**config.mk**
```make
export PLATFORM = sky130hd
export DESIGN_NAME = ppd_root_step
export DESIGN_NICKNAME = d
export VERILOG_FILES = /design/src/rtl/ppd_pkg.sv /design/src/rtl/ppd_root_step.sv
export SDC_FILE = /design/constraint.sdc
export NUM_CORES = 1
export LEC_CHECK = 0
export BUFFER_PORTS_ARGS = -buffer_cell sky130_fd_sc_hd__buf_2
export CORE_MARGIN = 3
export CORE_UTILIZATION = 30
export CTS_CLUSTER_DIAMETER = 40
export DETAILED_ROUTE_END_ITERATION = 8
export PLACE_DENSITY = 0.52
export SETUP_SLACK_MARGIN = 0.2
export SYNTH_ARGS = -nofsm -noshare
export SYNTH_HDL_FRONTEND = slang
export SYNTH_SLANG_ARGS = --single-unit
```
**constraint.sdc**
```tcl
create_clock -name clk -period 0.95 [get_ports clk]
set_input_delay 0.095 -clock clk [delete_from_list [all_inputs] [get_ports clk]]
set_output_delay 0.095 -clock clk [all_outputs]
set_load 0.005 [all_outputs]
```
**src/rtl/ppd_pkg.sv**
```systemverilog
`default_nettype none

package ppd_pkg;

    localparam int IN_W   = 288;
    localparam int DIST_W = 32;
    localparam int REM_W  = 128;
    localparam int QS_W   = 96;
    localparam int S_W    = 64;

    // state carried through the square-root/divide chain
    typedef struct packed {
        logic [REM_W-1:0]  rem;
        logic [QS_W-1:0]   qs;
        logic [DIST_W-1:0] q;
        logic [S_W-1:0]    s;
        logic              sat;
        logic              deg;
    } iter_t;

endpackage

`default_nettype wire

```
**src/rtl/ppd_root_step.sv**
```systemverilog
`default_nettype none

module ppd_root_step #(
    parameter int BIT = 31
) (
    input  wire logic       clk,
    input  wire logic       rst_n,
    input  wire logic       en,
    input  wire logic       in_valid,
    input  ppd_pkg::iter_t  in_item,
    output logic            out_valid,
    output ppd_pkg::iter_t  out_item
);
    import ppd_pkg::*;

    // (q + 2^k)^2 s - q^2 s = q s 2^(k+1) + s 2^(2k)
    logic [REM_W:0] trial;
    logic           fit;

    assign trial = ((REM_W + 1)'(in_item.qs) << (BIT + 1))
                 + ((REM_W + 1)'(in_item.s) << (2 * BIT));
    assign fit   = trial <= {1'b0, in_item.rem};

    logic  valid_reg;
    iter_t item_reg;
    iter_t item_next;

    always_comb
    begin
        item_next = in_item;
        if (fit)
        begin
            item_next.rem    = in_item.rem - trial[REM_W-1:0];
            item_next.qs     = in_item.qs + (QS_W'(in_item.s) << BIT);
            item_next.q[BIT] = 1'b1;
        end
    end

    always_ff @(posedge clk or negedge rst_n)
    begin
        if (!rst_n)
        begin
            valid_reg <= 1'b0;
        end
        else if (en)
        begin
            valid_reg <= in_valid;
        end
    end

    always_ff @(posedge clk)
    begin
        if (en)
        begin
            item_reg <= item_next;
        end
    end

    assign out_valid = valid_reg;
    assign out_item  = item_reg;

endmodule

`default_nettype wire

```
==> qor.yml <==
skew_ns: 0
critPathMaxFanout: 8
finalHoldViolCount: 24
dr_total_vias: 32390
port_buffers: 648
nNetsFinal: 6025
p_leak_nw: 24.66
slew_viol_final: 0
cpLargestDelayFamily: "compound AO/OA/AOI/OAI gates"
pin_count: 649
syn_area_um2: 28890
maxCapViolCount: 0
finalPower_mw: 96.53
cts_tree: "built"
fin_crit_ns: 4.959
place_area_um2: 42660
powerDensity_nw_per_um2: 1893
vdd_drop_max_uv: 1166
setup_viol: 485
period_share: 5.220
syn_nets: 3789
critPathLaunchType: "input pin"
rsz0062_at_grt: "true"
layoutNonFillerInstCount: 6724
die_h_um: 316.3
grt_pass1_vias: 32550
syn_avg_cell_area_um2: 9.197
slowest_delay_ns: 0.32
cts.sinks: 323
holdWs_ns: -0.09223
switchingPower_mw: 35.58
antenna_found_initial: 29
fin_setup_tns_ns: -727.71
postRouteAntennaNets: 0
routedWlPerCell_um: 19.44
grt_usage: 0.2455
syn_inst: 3141
placed_cells: 6183
routabilityCongestion: 0.9729
yosysSeqAreaShare: 0.3356
required_ns: 1.33
fmax_ghz: 0.2016
drt_first_pass_iters: 5
rows: 113
viasPerCell: 4.817
end_kind: "register"
violations: "negative hold slack, negative setup slack"
status: "finished with violations"
crit_path_top_delay_cell: "a41oi_2"
pwr-share-comb: 0.523
path_class: "in2reg"
yosysWarnings: 0
switching_share: 0.3686
layout-drive-gt1-share: 0.4660
synthArstFlopShare: 0.003096
drc: 0
hold_path_class: "in2reg"
synth.area.top_cells: "edfxtp_1 33%, ha_1 14%, a21oi_1 5.3%"
yosysTopAreaCell: "edfxtp_1"
cts_hold_buf: 319
regArea_um2: 9694
synth_ff_type: "edfxtp_1"
num-fill-cells: 8783
clock_path_buffers: 3
die_x_um: 316.3
worstSkewPairLatency_ns: 0.64
core_area_um2: 95290
seqPwrFrac: 0.215
h-tree-depth: 3
wirelength_um: 130700
die_area_um2: 100100
overflow: 0
slew_headroom: 0.5183
ys_seq_elements: 323
tightestPinTransition_ns: 0.7135
fin_ws_ns: -4.009
start_util: 0.3031
grt_pass1_wl_um: 189300
path_clk_slew_ns: 0.05
clkPwrFrac: 0.263
ys_types: 109
p_int_mw: 60.95
synth_edf_count: 322
numCtsBuffers: 73
area_growth_pct: 76.53
arrival_ns: 5.34
grt_start_max_net_pins: 40
multi_input_area_um2: 18470
hpwl_um: 103000
cts_root_buf: "clkbuf_16"
final_area_um2: 51000
synth_top_area_frac: 0.3347
drtIter0Drc: 1859
crit_buf_inv: 6
sequential cells by signal, summed over array words and instances, names as in the netlist:
signal,cells
out_item,322
out_valid,1
cells in the mapped netlist (26+ instances only):
cell and n:
nor3_1 45, ha_1 319, o21ai_0 172, inv_1 258
nand2_1 255, nand3_1 52, o21ai_2 110, edfxtp_1 322
nor2_1 150, clkbuf_1 46, buf_2 38, a31oi_1 26
a21oi_1 308, xnor2_1 125, buf_4 42, xor2_1 90
nand4_1 81, a21o_1 140, o21bai_1 62, nand2_2 101
layout make-up:
class                   instances  share of cell area
repair buffers               2310              0.3484
inverters                     261             0.01933
diodes                         21            0.001030
flip-flops and latches        323              0.1901
clock buffers                  81             0.03702
clock inverters                55             0.01084
multi-input cells            2408              0.3622
well taps                    1265             0.03104
power groups by stage:
stage / combinational (mW) / clock, mW / sequential, mW
6_report: 50.4 / 25.3 / 20.7
2_1_floorplan: 20.6 / 0 / 21.0
4_1_cts: 45.9 / 25.8 / 20.7
5_1_grt: 54.2 / 26.6 / 20.9
3_5_place_dp: 41.1 / 0 / 20.9
3_3_place_gp: 40.8 / 0 / 20.9
layout by cell type, fill, tap and decap left out, types with 88 or more instances in the layout:
| cell | synthesis | layout |
|---|---|---|
| o21ai_2 | 110 | 128 |
| xor2_1 | 90 | 88 |
| buf_2 | 38 | 624 |
| xnor2_1 | 125 | 123 |
| edfxtp_1 | 322 | 322 |
| nor2_1 | 150 | 146 |
| buf_4 | 42 | 1254 |
| a21o_1 | 140 | 140 |
| nand2_1 | 255 | 213 |
| o21ai_0 | 172 | 124 |
| nand2_4 | 0 | 90 |
| dlygate4sd3_1 | 0 | 319 |
| a21oi_1 | 308 | 297 |
| inv_1 | 258 | 258 |
| clkbuf_16 | 0 | 88 |
| ha_1 | 319 | 305 |
worst paths after layout:
kind	slack (ns)	start	cells past startpoint	end
setup / recovery	-4.01	in_item[128]	28	out_item[295]
hold / removal	-0.09	in_item[295]	3	out_item[295]
setup reg to reg	0.19	out_valid	1	out_valid
hold reg to reg	0.53	out_valid	1	out_valid
max in group asynchronous	0.53	rst_n	3	out_valid
min in group asynchronous	0.32	rst_n	3	out_valid
stage by stage:
step           worst slack, ns    util
3_3_place_gp            -5.229  0.4476
3_5_place_dp            -5.224  0.4476
2_1_floorplan           -4.056       -
6_report                -4.009  0.5351
5_1_grt                 -4.236  0.5349
4_1_cts                 -3.871  0.5209
cells by family (layout without fill, tap and decap cells):
kind of cell	count (synthesis)	count (layout)	synth area share
compound gates	1039	1039	0.2449
simple gates	825	825	0.1431
buf+inv	410	2707	0.06830
flops	323	323	0.3356
fa+ha+maj	322	322	0.1402
xor+xnor	215	215	0.06519
mux	7	7	0.002685
other cells	0	21	0
layer usage:
metal  vias up  part of all wire  track usage
li1      15950                 -            -
met3       229             0.055      0.04764
met1     15370              0.42       0.3025
met4        14             0.035      0.08601
met2       828              0.49       0.4269
met5         -           0.00068            0
repair_timing:
action | 4_1_cts | 5_1_grt
pin swaps | 55 | 53
resized for setup | 183 | 241
setup endpoints to repair | 486 | 486
cloned | 9 | 19
endpoints found under the hold margin | 345 | 28
setup buffers | 28 | 9
(Power assumes the default switching activity.)
